## config.mk

```make
export PLATFORM = sky130hd
export DESIGN_NAME = backpressure_queue_scheduler_flat
export DESIGN_NICKNAME = d
export VERILOG_FILES = /design/src/bqs_pkg.sv /design/src/bqs_item_if.sv /design/src/bqs_result_if.sv /design/src/backpressure_queue_scheduler.sv /design/src/bqs_score_unit.sv /design/src/flat_wrapper.sv
export VERILOG_INCLUDE_DIRS = /design/src /design/src/src
export SDC_FILE = /design/constraint.sdc
export NUM_CORES = 2
export LEC_CHECK = 0
export BUFFER_PORTS_ARGS = -buffer_cell sky130_fd_sc_hd__buf_2
export CAP_MARGIN = 5
export CORE_MARGIN = 3
export CORE_UTILIZATION = 30
export DETAILED_ROUTE_END_ITERATION = 10
export SLEW_MARGIN = 20
export SYNTH_ARGS = -nofsm -noshare
export SYNTH_HDL_FRONTEND = slang
export SYNTH_HIERARCHICAL = 1
export SYNTH_SLANG_ARGS = --single-unit
```

## constraint.sdc

```tcl
create_clock -name clk -period 24.6 [get_ports clk]
set_input_delay 1.23 -clock clk [delete_from_list [all_inputs] [get_ports clk]]
set_output_delay 1.23 -clock clk [all_outputs]
set_load 0.1 [all_outputs]
```

## src/backpressure_queue_scheduler_assert.svh

```systemverilog
// Assertion macros shared by the scheduler modules.
`ifndef BACKPRESSURE_QUEUE_SCHEDULER_ASSERT_SVH
`define BACKPRESSURE_QUEUE_SCHEDULER_ASSERT_SVH

// Same-cycle implication, sampled on clk, off during rst.
`define BQS_ASSERT_IMP(name, ante, cons, msg) \
  name: assert property (@(posedge clk) disable iff (rst) (ante) |-> (cons)) else $error(msg);

// Next-cycle implication, sampled on clk, off during rst.
`define BQS_ASSERT_NXT(name, ante, cons, msg) \
  name: assert property (@(posedge clk) disable iff (rst) (ante) |=> (cons)) else $error(msg);

`endif

```

## src/bqs_pkg.sv

```systemverilog
// Shared types and constants of the backpressure queue scheduler.
package bqs_pkg;

  localparam int SLOTS          = 16;
  localparam int SLOT_W         = $clog2(SLOTS);
  localparam int QUEUE_CAP_INT  = 1024;
  localparam int LEN_W          = $clog2(QUEUE_CAP_INT + 1);
  localparam int DROP_W         = 16;
  localparam int WEIGHT_W       = 16;
  localparam int BACKLOG_W      = 20;
  localparam int RATE_W         = 7;
  localparam int SCORE_W        = 35;
  localparam int DIFF_W         = WEIGHT_W + LEN_W + 1;
  localparam int ACTION_W       = 2;
  localparam int MODE_W         = 2;
  localparam int THR_W          = 20;
  localparam int MAXD_W         = 11;
  localparam int CFG_IDX_W      = 2;
  localparam int CFG_DATA_W     = 20;
  localparam int LFSR_W         = 16;

  localparam logic [LEN_W-1:0]          QUEUE_CAPACITY = LEN_W'(QUEUE_CAP_INT);
  localparam logic [SLOT_W-1:0]         SLOT_LAST      = SLOT_W'(SLOTS - 1);
  localparam logic [DROP_W-1:0]         DROP_MAX       = '1;
  localparam logic signed [SCORE_W-1:0] SCORE_NONE     = '1;
  localparam logic [LFSR_W-1:0]         LFSR_SEED      = 16'hACE1;
  localparam logic [LFSR_W-1:0]         LFSR_TAPS      = 16'hB400;

  // Configuration register indexes.
  localparam logic [CFG_IDX_W-1:0] REG_POLICY_MODE    = 2'd0;
  localparam logic [CFG_IDX_W-1:0] REG_DROP_THRESHOLD = 2'd1;
  localparam logic [CFG_IDX_W-1:0] REG_MAX_DROPS      = 2'd2;

  localparam logic [MODE_W-1:0] MODE_PLAIN = 2'd0;

  typedef enum logic [ACTION_W-1:0] {
    ACT_TICK   = 2'd0,
    ACT_ARRIVE = 2'd1,
    ACT_DEPART = 2'd2,
    ACT_SET    = 2'd3
  } action_t;

  typedef enum logic [1:0] {
    ST_IDLE,
    ST_SCAN,
    ST_TICK_END,
    ST_UPDATE
  } state_t;

  // One slot presented to the score unit.
  typedef struct packed {
    logic                 clear;
    logic                 valid;
    logic [SLOT_W-1:0]    idx;
    logic [WEIGHT_W-1:0]  weight;
    logic [LEN_W-1:0]     len;
    logic [BACKLOG_W-1:0] backlog;
    logic [RATE_W-1:0]    rate;
  } score_feed_t;

  // Running pick of the score unit.
  typedef struct packed {
    logic                      pending;
    logic                      chosen_valid;
    logic [SLOT_W-1:0]         chosen;
    logic signed [SCORE_W-1:0] best;
  } score_stat_t;

endpackage

```

## src/bqs_item_if.sv

```systemverilog
// Input channel of the scheduler: one word per item.
interface bqs_item_if;
  logic                           valid;
  logic                           ready;
  logic [bqs_pkg::ACTION_W-1:0]   action;
  logic [bqs_pkg::SLOT_W-1:0]     slot;
  logic [bqs_pkg::WEIGHT_W-1:0]   slot_weight;
  logic [bqs_pkg::BACKLOG_W-1:0]  neighbor_backlog;
  logic [bqs_pkg::RATE_W-1:0]     link_rate;

  modport source (output valid, action, slot, slot_weight, neighbor_backlog, link_rate,
                  input ready);
  modport sink   (input valid, action, slot, slot_weight, neighbor_backlog, link_rate,
                  output ready);
endinterface

```

## src/bqs_result_if.sv

```systemverilog
// Result channel of the scheduler: one word per item.
interface bqs_result_if;
  logic                             valid;
  logic                             ready;
  logic [bqs_pkg::SLOT_W-1:0]       chosen_slot;
  logic                             chosen_valid;
  logic                             pull_ready;
  logic signed [bqs_pkg::SCORE_W-1:0] best_score;
  logic                             accepted;
  logic [bqs_pkg::LEN_W-1:0]        slot_length;

  modport source (output valid, chosen_slot, chosen_valid, pull_ready, best_score, accepted,
                  slot_length, input ready);
  modport sink   (input valid, chosen_slot, chosen_valid, pull_ready, best_score, accepted,
                  slot_length, output ready);
endinterface

```

## src/backpressure_queue_scheduler.sv

```systemverilog
// Top level of the max-weight backpressure queue scheduler.
// Keeps sixteen queue slots (in-use flag, length, virtual drops, weight, neighbor
// backlog, head link rate) in flip-flop tables with one read/write address per
// cycle. Every input word gives exactly one result word. Arrival, departure and
// set words pass through the update state after acceptance, and a new word is
// taken only once the sequencer is back in idle. A tick in plain mode goes
// straight to the tick-end state and picks the lowest in-use slot.
// A tick in the other modes sweeps the slots in index order, one slot per cycle,
// through a three-stage multiply-compare pipeline ((weight*length - backlog)*rate
// and a running max with an LFSR tie break); the virtual-drop update of each slot
// is written back in the same cycle it is read. After the last slot the sequencer
// waits in the tick-end state until the pipeline has drained and the output
// register is free, then registers the result. The input is ready only when the
// sequencer is idle; the result sits in an output register, so the next word is
// taken while an earlier result still waits, and only the final step of an item
// stalls on it.
// Configuration writes (policy_mode, drop_threshold, max_drops_per_tick) are
// expected while the block is idle.
`include "backpressure_queue_scheduler_assert.svh"

module backpressure_queue_scheduler (
  input  logic                              clk,
  input  logic                              rst,
  input  logic                              cfg_we,
  input  logic [bqs_pkg::CFG_IDX_W-1:0]     cfg_index,
  input  logic [bqs_pkg::CFG_DATA_W-1:0]    cfg_data,
  bqs_item_if.sink                          item,
  bqs_result_if.source                      result
);

  // config registers
  logic [bqs_pkg::MODE_W-1:0]  policy_mode;
  logic [bqs_pkg::THR_W-1:0]   drop_threshold;
  logic [bqs_pkg::MAXD_W-1:0]  max_drops_per_tick;

  // slot tables
  logic [bqs_pkg::SLOTS-1:0]     slot_in_use;
  logic [bqs_pkg::LEN_W-1:0]     queue_length  [bqs_pkg::SLOTS];
  logic [bqs_pkg::DROP_W-1:0]    virtual_drops [bqs_pkg::SLOTS];
  logic [bqs_pkg::WEIGHT_W-1:0]  weight_table  [bqs_pkg::SLOTS];
  logic [bqs_pkg::BACKLOG_W-1:0] backlog_table [bqs_pkg::SLOTS];
  logic [bqs_pkg::RATE_W-1:0]    rate_table    [bqs_pkg::SLOTS];

  // sequencer and latched word
  bqs_pkg::state_t               state;
  bqs_pkg::state_t               state_next;
  logic [bqs_pkg::SLOT_W-1:0]    idx;
  bqs_pkg::action_t              act;
  logic [bqs_pkg::SLOT_W-1:0]    slot_q;
  logic [bqs_pkg::WEIGHT_W-1:0]  weight_q;
  logic [bqs_pkg::BACKLOG_W-1:0] backlog_q;
  logic [bqs_pkg::RATE_W-1:0]    rate_q;

  // result register
  logic                              res_valid;
  logic [bqs_pkg::SLOT_W-1:0]        res_chosen;
  logic                              res_cv;
  logic                              res_pull;
  logic signed [bqs_pkg::SCORE_W-1:0] res_best;
  logic                              res_acc;
  logic [bqs_pkg::LEN_W-1:0]         res_len;
  logic [bqs_pkg::SLOT_W-1:0]        res_chosen_next;
  logic                              res_cv_next;
  logic                              res_pull_next;
  logic signed [bqs_pkg::SCORE_W-1:0] res_best_next;
  logic                              res_acc_next;
  logic [bqs_pkg::LEN_W-1:0]         res_len_next;

  // datapath
  logic                          accept;
  logic                          plain;
  logic                          out_free;
  logic                          tick_done;
  logic                          upd_done;
  logic                          load;
  logic [bqs_pkg::SLOT_W-1:0]    first_idx;
  logic                          first_valid;
  logic [bqs_pkg::SLOT_W-1:0]    pick_idx;
  logic [bqs_pkg::SLOT_W-1:0]    rd_idx;
  logic                          rd_in_use;
  logic [bqs_pkg::LEN_W-1:0]     rd_len;
  logic [bqs_pkg::DROP_W-1:0]    rd_drops;
  logic [bqs_pkg::LEN_W-1:0]     add_amt;
  logic [bqs_pkg::DROP_W-1:0]    rem_amt;
  logic [bqs_pkg::DROP_W-1:0]    maxd_ext;
  logic [bqs_pkg::DROP_W:0]      drop_sum;
  logic                          arrive_ok;
  logic                          depart_ok;
  logic                          ql_we;
  logic [bqs_pkg::LEN_W-1:0]     ql_wdata;
  logic                          vd_we;
  logic [bqs_pkg::DROP_W-1:0]    vd_wdata;
  logic                          set_we;
  logic                          tick_cv;

  bqs_pkg::score_feed_t          su_feed;
  bqs_pkg::score_stat_t          su_stat;

  bqs_score_unit u_score (
    .clk  (clk),
    .rst  (rst),
    .feed (su_feed),
    .stat (su_stat)
  );

  // ---------------- configuration ----------------
  always_ff @(posedge clk) begin
    if (rst) begin
      policy_mode        <= bqs_pkg::MODE_W'(1);
      drop_threshold     <= '0;
      max_drops_per_tick <= bqs_pkg::MAXD_W'(1);
    end else if (cfg_we) begin
      case (cfg_index)
        bqs_pkg::REG_POLICY_MODE:    policy_mode        <= cfg_data[bqs_pkg::MODE_W-1:0];
        bqs_pkg::REG_DROP_THRESHOLD: drop_threshold     <= cfg_data[bqs_pkg::THR_W-1:0];
        bqs_pkg::REG_MAX_DROPS:      max_drops_per_tick <= cfg_data[bqs_pkg::MAXD_W-1:0];
        default: ;
      endcase
    end
  end

  // ---------------- shared read port ----------------
  assign plain = policy_mode == bqs_pkg::MODE_PLAIN;

  // lowest in-use slot for plain mode
  always_comb begin
    first_idx = '0;
    for (int i = bqs_pkg::SLOTS - 1; i >= 0; i--) begin
      if (slot_in_use[i]) begin
        first_idx = bqs_pkg::SLOT_W'(i);
      end
    end
    first_valid = |slot_in_use;
  end

  assign pick_idx = plain ? first_idx : su_stat.chosen;
  assign tick_cv  = plain ? first_valid : su_stat.chosen_valid;

  always_comb begin
    case (state)
      bqs_pkg::ST_SCAN:     rd_idx = idx;
      bqs_pkg::ST_TICK_END: rd_idx = pick_idx;
      bqs_pkg::ST_UPDATE:   rd_idx = slot_q;
      default:              rd_idx = idx;
    endcase
  end

  assign rd_in_use = slot_in_use[rd_idx];
  assign rd_len    = queue_length[rd_idx];
  assign rd_drops  = virtual_drops[rd_idx];

  // virtual-drop rule for the slot being swept
  always_comb begin
    maxd_ext = bqs_pkg::DROP_W'(max_drops_per_tick);
    add_amt  = '0;
    if (bqs_pkg::DROP_W'(rd_len) > rd_drops) begin
      add_amt = (rd_len < max_drops_per_tick) ? rd_len : max_drops_per_tick;
    end
    rem_amt = '0;
    if (bqs_pkg::THR_W'(rd_drops) > drop_threshold) begin
      rem_amt = (rd_drops < maxd_ext) ? rd_drops : maxd_ext;
    end
    drop_sum = {1'b0, rd_drops} + (bqs_pkg::DROP_W+1)'(add_amt)
             - (bqs_pkg::DROP_W+1)'(rem_amt);
  end

  assign arrive_ok = rd_in_use && (rd_len < bqs_pkg::QUEUE_CAPACITY);
  assign depart_ok = rd_in_use && (rd_len != '0);

  // ---------------- sequencer ----------------
  assign accept    = item.valid && item.ready;
  assign out_free  = !res_valid || result.ready;
  assign tick_done = (state == bqs_pkg::ST_TICK_END) && !su_stat.pending && out_free;
  assign upd_done  = (state == bqs_pkg::ST_UPDATE) && out_free;
  assign load      = tick_done || upd_done;

  always_comb begin
    state_next = state;
    case (state)
      bqs_pkg::ST_IDLE: begin
        if (item.valid) begin
          if (item.action == bqs_pkg::ACT_TICK) begin
            state_next = plain ? bqs_pkg::ST_TICK_END : bqs_pkg::ST_SCAN;
          end else begin
            state_next = bqs_pkg::ST_UPDATE;
          end
        end
      end
      bqs_pkg::ST_SCAN: begin
        if (idx == bqs_pkg::SLOT_LAST) begin
          state_next = bqs_pkg::ST_TICK_END;
        end
      end
      bqs_pkg::ST_TICK_END: begin
        if (tick_done) begin
          state_next = bqs_pkg::ST_IDLE;
        end
      end
      bqs_pkg::ST_UPDATE: begin
        if (upd_done) begin
          state_next = bqs_pkg::ST_IDLE;
        end
      end
      default: state_next = bqs_pkg::ST_IDLE;
    endcase
  end

  // control and result values per state
  always_comb begin
    item.ready      = 1'b0;
    su_feed.clear   = 1'b0;
    su_feed.valid   = 1'b0;
    su_feed.idx     = rd_idx;
    su_feed.weight  = weight_table[rd_idx];
    su_feed.len     = rd_len;
    su_feed.backlog = backlog_table[rd_idx];
    su_feed.rate    = rate_table[rd_idx];
    ql_we           = 1'b0;
    ql_wdata        = rd_len;
    vd_we           = 1'b0;
    vd_wdata        = drop_sum[bqs_pkg::DROP_W] ? bqs_pkg::DROP_MAX
                                                : drop_sum[bqs_pkg::DROP_W-1:0];
    set_we          = 1'b0;
    res_chosen_next = '0;
    res_cv_next     = 1'b0;
    res_pull_next   = 1'b0;
    res_best_next   = bqs_pkg::SCORE_NONE;
    res_acc_next    = 1'b0;
    res_len_next    = rd_len;
    case (state)
      bqs_pkg::ST_IDLE: begin
        item.ready    = 1'b1;
        su_feed.clear = item.valid && (item.action == bqs_pkg::ACT_TICK);
      end
      bqs_pkg::ST_SCAN: begin
        // score and drop-update the same slot; score uses the pre-drop length
        su_feed.valid = rd_in_use;
        ql_we         = rd_in_use;
        ql_wdata      = rd_len - add_amt;
        vd_we         = rd_in_use;
      end
      bqs_pkg::ST_TICK_END: begin
        res_cv_next     = tick_cv;
        res_chosen_next = tick_cv ? pick_idx : '0;
        res_len_next    = tick_cv ? rd_len : '0;
        res_pull_next   = tick_cv && (rd_len != '0);
        res_best_next   = plain ? bqs_pkg::SCORE_NONE : su_stat.best;
      end
      bqs_pkg::ST_UPDATE: begin
        case (act)
          bqs_pkg::ACT_SET: begin
            set_we       = upd_done;
            res_acc_next = 1'b1;
          end
          bqs_pkg::ACT_ARRIVE: begin
            ql_we        = upd_done && arrive_ok;
            ql_wdata     = rd_len + bqs_pkg::LEN_W'(1);
            res_acc_next = arrive_ok;
            res_len_next = arrive_ok ? ql_wdata : rd_len;
          end
          bqs_pkg::ACT_DEPART: begin
            ql_we        = upd_done && depart_ok;
            ql_wdata     = rd_len - bqs_pkg::LEN_W'(1);
            res_acc_next = depart_ok;
            res_len_next = depart_ok ? ql_wdata : rd_len;
          end
          default: ;
        endcase
      end
      default: ;
    endcase
  end

  always_ff @(posedge clk) begin
    if (rst) begin
      state <= bqs_pkg::ST_IDLE;
      idx   <= '0;
    end else begin
      state <= state_next;
      if (accept) begin
        idx <= '0;
      end else if (state == bqs_pkg::ST_SCAN) begin
        idx <= idx + bqs_pkg::SLOT_W'(1);
      end
    end
  end

  // latched input word
  always_ff @(posedge clk) begin
    if (accept) begin
      act       <= bqs_pkg::action_t'(item.action);
      slot_q    <= item.slot;
      weight_q  <= item.slot_weight;
      backlog_q <= item.neighbor_backlog;
      rate_q    <= item.link_rate;
    end
  end

  // ---------------- slot tables ----------------
  always_ff @(posedge clk) begin
    if (rst) begin
      slot_in_use <= '0;
      for (int i = 0; i < bqs_pkg::SLOTS; i++) begin
        queue_length[i]  <= '0;
        virtual_drops[i] <= '0;
        rate_table[i]    <= '0;
      end
    end else begin
      if (ql_we) begin
        queue_length[rd_idx] <= ql_wdata;
      end
      if (vd_we) begin
        virtual_drops[rd_idx] <= vd_wdata;
      end
      if (set_we) begin
        slot_in_use[rd_idx] <= 1'b1;
        rate_table[rd_idx]  <= rate_q;
      end
    end
  end

  // weight and backlog hold garbage until a set writes them
  always_ff @(posedge clk) begin
    if (set_we) begin
      weight_table[rd_idx]  <= weight_q;
      backlog_table[rd_idx] <= backlog_q;
    end
  end

  // ---------------- result register ----------------
  always_ff @(posedge clk) begin
    if (rst) begin
      res_valid <= 1'b0;
    end else if (load) begin
      res_valid <= 1'b1;
    end else if (result.ready) begin
      res_valid <= 1'b0;
    end
  end

  always_ff @(posedge clk) begin
    if (load) begin
      res_chosen <= res_chosen_next;
      res_cv     <= res_cv_next;
      res_pull   <= res_pull_next;
      res_best   <= res_best_next;
      res_acc    <= res_acc_next;
      res_len    <= res_len_next;
    end
  end

  assign result.valid        = res_valid;
  assign result.chosen_slot  = res_chosen;
  assign result.chosen_valid = res_cv;
  assign result.pull_ready   = res_pull;
  assign result.best_score   = res_best;
  assign result.accepted     = res_acc;
  assign result.slot_length  = res_len;

  `BQS_ASSERT_NXT(a_scan_end, (state == bqs_pkg::ST_SCAN) && (idx == bqs_pkg::SLOT_LAST), state == bqs_pkg::ST_TICK_END, "sweep overran the last slot")
  `BQS_ASSERT_IMP(a_ready_drained, item.ready, !su_stat.pending, "word taken with scores in flight")
  `BQS_ASSERT_IMP(a_pick_in_use, tick_done && res_cv_next, slot_in_use[res_chosen_next], "picked a slot not in use")
  `BQS_ASSERT_IMP(a_len_cap, ql_we, ql_wdata <= bqs_pkg::QUEUE_CAPACITY, "queue length past capacity")

endmodule

```

## src/bqs_score_unit.sv

```systemverilog
// Score pipeline: (weight*len - backlog)*rate, then max pick with LFSR tie break.
`include "backpressure_queue_scheduler_assert.svh"

module bqs_score_unit (
  input  logic                  clk,
  input  logic                  rst,
  input  bqs_pkg::score_feed_t  feed,
  output bqs_pkg::score_stat_t  stat
);

  logic                                    s1_valid;
  logic [bqs_pkg::SLOT_W-1:0]              s1_idx;
  logic signed [bqs_pkg::DIFF_W-1:0]       s1_diff;
  logic [bqs_pkg::RATE_W-1:0]              s1_rate;
  logic                                    s2_valid;
  logic [bqs_pkg::SLOT_W-1:0]              s2_idx;
  logic signed [bqs_pkg::SCORE_W-1:0]      s2_score;
  logic signed [bqs_pkg::SCORE_W-1:0]      best;
  logic [bqs_pkg::SLOT_W-1:0]              chosen;
  logic                                    chosen_valid;
  logic [bqs_pkg::LFSR_W-1:0]              lfsr;

  logic [bqs_pkg::WEIGHT_W+bqs_pkg::LEN_W-1:0]  wl;
  logic signed [bqs_pkg::DIFF_W-1:0]            diff;
  logic [bqs_pkg::RATE_W-1:0]                   rate_eff;
  logic signed [bqs_pkg::DIFF_W+bqs_pkg::RATE_W:0] prod;
  logic                                         gt;
  logic                                         eq;
  logic                                         take;
  logic                                         lfsr_step;
  logic [bqs_pkg::LFSR_W-1:0]                   lfsr_next;

  // stage 1: weight*length minus backlog; empty slot or zero rate scores at rate 1
  always_comb begin
    wl       = feed.weight * feed.len;
    diff     = signed'({1'b0, wl})
             - signed'({{(bqs_pkg::DIFF_W - bqs_pkg::BACKLOG_W){1'b0}}, feed.backlog});
    rate_eff = (feed.len == '0 || feed.rate == '0) ? bqs_pkg::RATE_W'(1) : feed.rate;
  end

  // stage 2: times rate
  assign prod = s1_diff * signed'({1'b0, s1_rate});

  // stage 3: compare; LFSR steps only on an exact tie
  always_comb begin
    gt        = s2_score > best;
    eq        = s2_score == best;
    lfsr_step = s2_valid && !gt && eq;
    take      = s2_valid && (gt || (eq && lfsr[0]));
    lfsr_next = {1'b0, lfsr[bqs_pkg::LFSR_W-1:1]} ^ (lfsr[0] ? bqs_pkg::LFSR_TAPS : '0);
  end

  always_ff @(posedge clk) begin
    if (rst) begin
      s1_valid <= 1'b0;
      s2_valid <= 1'b0;
    end else begin
      s1_valid <= feed.valid;
      s2_valid <= s1_valid;
    end
  end

  always_ff @(posedge clk) begin
    s1_idx   <= feed.idx;
    s1_diff  <= diff;
    s1_rate  <= rate_eff;
    s2_idx   <= s1_idx;
    s2_score <= prod[bqs_pkg::SCORE_W-1:0];
  end

  always_ff @(posedge clk) begin
    if (rst) begin
      best         <= bqs_pkg::SCORE_NONE;
      chosen       <= '0;
      chosen_valid <= 1'b0;
      lfsr         <= bqs_pkg::LFSR_SEED;
    end else begin
      if (lfsr_step) begin
        lfsr <= lfsr_next;
      end
      if (feed.clear) begin
        best         <= bqs_pkg::SCORE_NONE;
        chosen       <= '0;
        chosen_valid <= 1'b0;
      end else if (take) begin
        best         <= s2_score;
        chosen       <= s2_idx;
        chosen_valid <= 1'b1;
      end
    end
  end

  always_comb begin
    stat.pending      = s1_valid || s2_valid;
    stat.chosen_valid = chosen_valid;
    stat.chosen       = chosen;
    stat.best         = best;
  end

  `BQS_ASSERT_IMP(a_clear_empty, feed.clear, !(s1_valid || s2_valid), "pick cleared mid scan")
  `BQS_ASSERT_IMP(a_best_floor, chosen_valid, best >= bqs_pkg::SCORE_NONE, "pick below floor")
  `BQS_ASSERT_IMP(a_lfsr_live, 1'b1, lfsr != '0, "tie LFSR locked at zero")

endmodule
```

## src/flat_wrapper.sv

```systemverilog
// flat-port wrapper written by rule: the top's interface ports become plain ports
module backpressure_queue_scheduler_flat 
  (clk, rst, cfg_we, cfg_index, cfg_data, item_valid, item_action, item_slot, item_slot_weight, item_neighbor_backlog, item_link_rate, item_ready, result_valid, result_chosen_slot, result_chosen_valid, result_pull_ready, result_best_score, result_accepted, result_slot_length, result_ready);
  bqs_item_if item_i ();
  bqs_result_if result_i ();
  input  logic clk;
  input  logic rst;
  input  logic cfg_we;
  input  logic [bqs_pkg::CFG_IDX_W-1:0] cfg_index;
  input  logic [bqs_pkg::CFG_DATA_W-1:0] cfg_data;
  input wire logic [$bits(item_i.valid)-1:0] item_valid;
  input wire logic [$bits(item_i.action)-1:0] item_action;
  input wire logic [$bits(item_i.slot)-1:0] item_slot;
  input wire logic [$bits(item_i.slot_weight)-1:0] item_slot_weight;
  input wire logic [$bits(item_i.neighbor_backlog)-1:0] item_neighbor_backlog;
  input wire logic [$bits(item_i.link_rate)-1:0] item_link_rate;
  output wire logic [$bits(item_i.ready)-1:0] item_ready;
  output wire logic [$bits(result_i.valid)-1:0] result_valid;
  output wire logic [$bits(result_i.chosen_slot)-1:0] result_chosen_slot;
  output wire logic [$bits(result_i.chosen_valid)-1:0] result_chosen_valid;
  output wire logic [$bits(result_i.pull_ready)-1:0] result_pull_ready;
  output wire logic [$bits(result_i.best_score)-1:0] result_best_score;
  output wire logic [$bits(result_i.accepted)-1:0] result_accepted;
  output wire logic [$bits(result_i.slot_length)-1:0] result_slot_length;
  input wire logic [$bits(result_i.ready)-1:0] result_ready;
  assign item_i.valid = item_valid;
  assign item_i.action = item_action;
  assign item_i.slot = item_slot;
  assign item_i.slot_weight = item_slot_weight;
  assign item_i.neighbor_backlog = item_neighbor_backlog;
  assign item_i.link_rate = item_link_rate;
  assign item_ready = item_i.ready;
  assign result_valid = result_i.valid;
  assign result_chosen_slot = result_i.chosen_slot;
  assign result_chosen_valid = result_i.chosen_valid;
  assign result_pull_ready = result_i.pull_ready;
  assign result_best_score = result_i.best_score;
  assign result_accepted = result_i.accepted;
  assign result_slot_length = result_i.slot_length;
  assign result_i.ready = result_ready;
  backpressure_queue_scheduler u_core (.clk(clk), .rst(rst), .cfg_we(cfg_we), .cfg_index(cfg_index), .cfg_data(cfg_data), .item(item_i), .result(result_i));
endmodule
```

After elaboration in Yosys (flattened, before gate mapping)
Memories as Yosys holds them, arrays and structs flattened.
Cells that the tools add are included.
- flip-flop bits (word level): 294
- memory bits (writable): 1120
- input port bits: 76
- output and inout port bits: 55
- word-level logic and storage cells: 185
- memories kept: 5
- add/subtract/negate cells: 7
- $mul: 2
- order comparisons: 8
- equality and inequality tests: 14
- muxes and demuxes: 74
- bitwise operators: 3
- reductions and logical operators: 43
- memories (name ; depth ; width ; read ports ; clocked after memory_dff ; write ports ; line ; text):
    u_core.backlog_table ; 16 ; 20 ; 1 ; 0 ; 1 ; backpressure_queue_scheduler.sv:41 ; logic [bqs_pkg::BACKLOG_W-1:0] backlog_table [bqs_pkg::SLOTS];
    u_core.virtual_drops ; 16 ; 16 ; 1 ; 0 ; 16 ; backpressure_queue_scheduler.sv:39 ; logic [bqs_pkg::DROP_W-1:0] virtual_drops [bqs_pkg::SLOTS];
    u_core.weight_table ; 16 ; 16 ; 1 ; 0 ; 1 ; backpressure_queue_scheduler.sv:40 ; logic [bqs_pkg::WEIGHT_W-1:0] weight_table [bqs_pkg::SLOTS];
    u_core.queue_length ; 16 ; 11 ; 1 ; 0 ; 16 ; backpressure_queue_scheduler.sv:38 ; logic [bqs_pkg::LEN_W-1:0] queue_length [bqs_pkg::SLOTS];
    u_core.rate_table ; 16 ; 7 ; 1 ; 0 ; 16 ; backpressure_queue_scheduler.sv:42 ; logic [bqs_pkg::RATE_W-1:0] rate_table [bqs_pkg::SLOTS];
- operators by type and width (cell ; number):
    $pmux 11 s2 ; 4
    $mux 16 ; 5
    $mux 4 ; 20
    $mux 11 ; 6
    $eq 35x35->1 ; 1
    $gt 35x35->1 ; 1
    $mul 28x8->35 ; 1
    $reduce_or 16->1 ; 2
    $sub 27x20->28 ; 1
    $mul 16x11->27 ; 1
    $mux 1 ; 25
    $gt 16x20->1 ; 1
    $add 16x11->17 ; 1
    $sub 17x16->17 ; 1
    $gt 11x16->1 ; 1
    $lt 16x11->1 ; 1
    $or 16x16->16 ; 1
    $xor 15x16->16 ; 1
    $logic_and 1x1->1 ; 15
    $mux 2 ; 6
    $add 11x1->11 const B ; 1
    $logic_not 11->1 ; 1
    $lt 11x11->1 ; 1
    $lt 11x11->1 const B ; 1
    29 further kinds ; 52

Depth between registers and ports, before layout
- word-level depth: 29
- depth in mapped cells: 47

Modules after synthesis
The synthesis kept the hierarchy.
- modules (own cells, without submodules) (module ; instances ; cells an instance ; area an instance (um^2) ; seq. area each (um^2)):
    backpressure_queue_scheduler ; 1 ; 5189 ; 59001.6 ; 37816.3
    bqs_score_unit ; 1 ; 2041 ; 17942.2 ; 2722.6

Worst setup path before layout
No wires, ideal clock.
- path type: flip-flop to flip-flop
- start: reg u_core/policy_mode[1] (netlist bit)
- end: mem u_core/virtual_drops[10][15] (netlist bit), data pin
- arrival: 9.254 ns
- data required time: 24.335 ns
- path slack: 15.081 ns
- cell stages (with the launch flop): 44
- buffers on the path: 8
- period minus slack after synthesis: 9.519 ns
- cell sequence: dfxtp_1 or4_1 buf_2 a21oi_2 o21ai_4 inv_4 buf_4 buf_4 buf_6 buf_4 clkbuf_1 buf_1 nand2_1 nand3_1 a31oi_1 a21oi_1 inv_1 ha_1 [8 not listed] nand2_1 or2_2 inv_1 fa_1 fa_1 a21o_1 a21oi_1 o21bai_1 a21oi_1 o21bai_1 a211oi_1 o21ai_0 a41oi_1 o2111a_1 nor3_1 nor4_1 clkbuf_1 nor2_1
- RTL lines (item ; line ; text):
    start, declared ; backpressure_queue_scheduler.sv:32 ; logic [bqs_pkg::MODE_W-1:0] policy_mode;
    start signal, assigned ; backpressure_queue_scheduler.sv:109 ; policy_mode <= bqs_pkg::MODE_W'(1);
    start signal, assigned ; backpressure_queue_scheduler.sv:114 ; bqs_pkg::REG_POLICY_MODE: policy_mode <= cfg_data[bqs_pkg::MODE_W-1:0];
    end, declared ; backpressure_queue_scheduler.sv:39 ;

==> results.yml <==
clock_network:
  cts_tree: "yes"
  cts_setup_buffers: 0
  cts_max_path_buffers: 3
  postCtsHoldBufs: 0
  numClockSinks: 1414
  ctsResizeCount: 0
  cts_buffers: 157
  clockRootBuffer: "clkbuf_16"
  clkTransAtPathRegs_ns: 0.07
  ctsHtreeMaxLevel: 4
  clk_latency_ns: 0.84
die:
  die_x_um: 512
  floorplan.io_pins: 131
  start_util: 0.302
  dieArea_mm2: 0.263
  coreArea_mm2: 0.255
  fp.dieH_um: 512
  rows: 185
synth:
  synthDistinctLibCells: 108
  synth_most_common_cell: "nand2_1"
  synth_top_area_share: 0.477
  synthTopCellsByArea: "edfxtp_1, fa_1, nand2_1"
  synth-seq-cells: 1414
  syn_inst: 7230
  ys_seq_area_frac: 0.527
  synth_ff_type: "edfxtp_1"
  synth_area_mm2: 0.0769
  syn_avg_cell_area_um2: 10.6
  yosysWarnings: 6
  synth-async-reset-ratio: 0
  synth_edf_count: 1222
  synth_top_area_cell: "edfxtp_1"
  synth_common_cells: "nand2_1, edfxtp_1, nor2_1"
setup_path:
  cp-end-kind: "flip-flop"
  regToRegSetupSlack_ns: 13.11
  worst_r2r_path_depth: 38
  cp.required_ns: 25.12
  cp.arrival_ns: 12.01
  worstSetupPathType: "flip-flop to flip-flop"
  slowest_delay_ns: 0.83
  critPathLaunchType: "flip-flop"
  cp_max_fo: 82
  crit_slowest_cell: "nor2_1"
sta:
  post-route-period-util: 0.467
  setup_tns_ns: 0
  max_freq_mhz: 87.1
  finalMaxSlewViolations: 0
  fin_ws_ns: 13.11
  hold_slack_ns: 0.322
  worst_pin_slew_ns: 1.13
  finalHoldViolations: 0
  setup_viol: 0
  rsz0062_at_grt: "no"
  slew_headroom: 0.244
  fin_crit_ns: 11.49
  finClkSkew_ns: 0.0816
power_and_ir_drop:
  p_per_area_mw_per_mm2: 161
  ir_drop_mv: 0.402
  swShare: 0.454
  power.total_mw: 13.9
  p_leak_nw: 33.6
  p_switching_mw: 6.31
  seq_power_share: 0.217
  p_int_mw: 7.59
  pwr-share-clk: 0.168
  p_comb_frac: 0.615
place:
  portBuffers: 130
  pre_cts_ws_ns: 13.32
  place_area_mm2: 0.0813
  gp_congestion: 0.898
  hpwl_um: 147000
drt:
  vias: 54967
  final_antenna_net_count: 0
  via_per_inst: 5.13
  drt-initial-drc-count: 5357
  wl_per_cell_um: 21.7
  drc_errors: 0
  drt_first_pass_iters: 5
  wl_um: 232000
run:
  maxCapViolCount: 0
finish:
  synthToLayoutAreaGrowth_pct: 12.4
  drive_above_1_share: 0.0856
  stdcell_area_mm2: 0.0865
  nets: 7867
global_routing:
  antenna_found_initial: 21
  grt_pass1_vias: 54310
  grt_pass1_wl_um: 348000
  grt_overflow_total: 0
  track_usage: 0.173
  grt_max_degree: 150
worst_hold_path:
  hold_depth: 0
  min_path_type: "flip-flop to flip-flop"
status:
  status: "finished clean"
[power groups by stage]
stage	Clock [mW]	Combinational, mW	Sequential (mW)
final	2.33	8.55	3.02
after global routing	2.48	9.70	3.04
after CTS	2.38	8.55	3.02
after detailed placement	0	8.50	3.07
after global placement	0	8.34	3.06
after floorplan	0	6.30	3.00
[final timing paths]
| check | from | endpoint |
|---|---|---|
| hold / removal | u_core/u_score/s1_idx[0]$_DFF_P_ | u_core/u_score/s2_idx[0]$_DFF_P_ |
| setup reg to reg | u_core/state[0]$_SDFFE_PP0P_ | u_core/virtual_drops[11][13]$_SDFFCE_PN0P_ |
| setup / recovery | u_core/state[0]$_SDFFE_PP0P_ | u_core/virtual_drops[11][13]$_SDFFCE_PN0P_ |
| hold reg to reg | u_core/u_score/s1_idx[0]$_DFF_P_ | u_core/u_score/s2_idx[0]$_DFF_P_ |
[registers in the layout (all words and copies together), names as in the netlist, 20 cells and up]
register and flops:
u_core/backlog_table 320, u_core/virtual_drops 256, u_core/weight_table 256, u_core/queue_length 176, u_core/rate_table 112, u_core/result.best_score 35
u_core/u_score/best 35, u_core/u_score/s2_score 35, u_core/u_score/s1_diff 28, u_core/backlog_q 20, u_core/drop_threshold 20
[stage by stage]
| step | utilization | std cells |
|---|---|---|
| after floorplan | - | 7234 |
| after detailed placement | 0.319 | 10430 |
| after CTS | 0.339 | 10712 |
| after global routing | 0.340 | 10716 |
| after global placement | 0.319 | 10430 |
| final | 0.340 | 10723 |
[layer usage]
layer / vias up / global-route usage / part of all wire
li1: 24929 / - / -
met1: 27366 / 0.232 / 0.42
met2: 2232 / 0.275 / 0.46
met3: 426 / 0.0315 / 0.078
met4: 14 / 0.0690 / 0.040
met5: - / 0 / 0.00044
[layout make-up]
type	count	area, µm²
multi-input cells	4829	32700
clock inverters	83	957
inverters	560	2130
fillers	25285	168000
well taps	3366	4210
flip-flops and latches	1414	40500
repair buffers	261	1690
clock buffers	199	4180
diodes	11	27.5
[logic make-up (layout without fill, tap and decap cells)]
family	Yosys count	in the layout	synth area share
simple gates	3196	3196	0.188
flops	1414	1414	0.527
buf+inv	991	1103	0.0516
compound gates	755	755	0.0707
fa+ha+maj	568	568	0.122
mux	226	226	0.0324
xor+xnor	79	79	0.00899
other cells	1	16	0.0000487
[cells in the final DEF, fill, tap and decap left out, types with 59 or more instances in the layout]
| master | count |
|---|---|
| a21o_1 | 64 |
| a21oi_1 | 139 |
| a31oi_1 | 81 |
| and2_1 | 326 |
| and3_1 | 88 |
| buf_2 | 129 |
| buf_4 | 128 |
| clkbuf_16 | 158 |
| dfxtp_1 | 188 |
| edfxtp_1 | 1222 |
| fa_1 | 300 |
| ha_1 | 268 |
| inv_1 | 550 |
| mux2i_1 | 194 |
| nand2_1 | 1293 |
| nand3_1 | 552 |
| nor2_1 | 656 |
| nor3_1 | 61 |
| o21ai_0 | 81 |
| xnor2_1 | 59 |
[worst max-delay path: cells and delay by family, from the launching register on]
family / cells / cell delay (ns)
multiplexers: 3 / 0.96
buffers and inverters: 6 / 1.57
adder cells (fa/ha/maj): 3 / 1.16
flip-flops: 1 / 0.78
AO/OA/AOI/OAI: 17 / 3.42
AND/OR/NAND/NOR: 9 / 3.21
(Power assumes the default switching activity.)
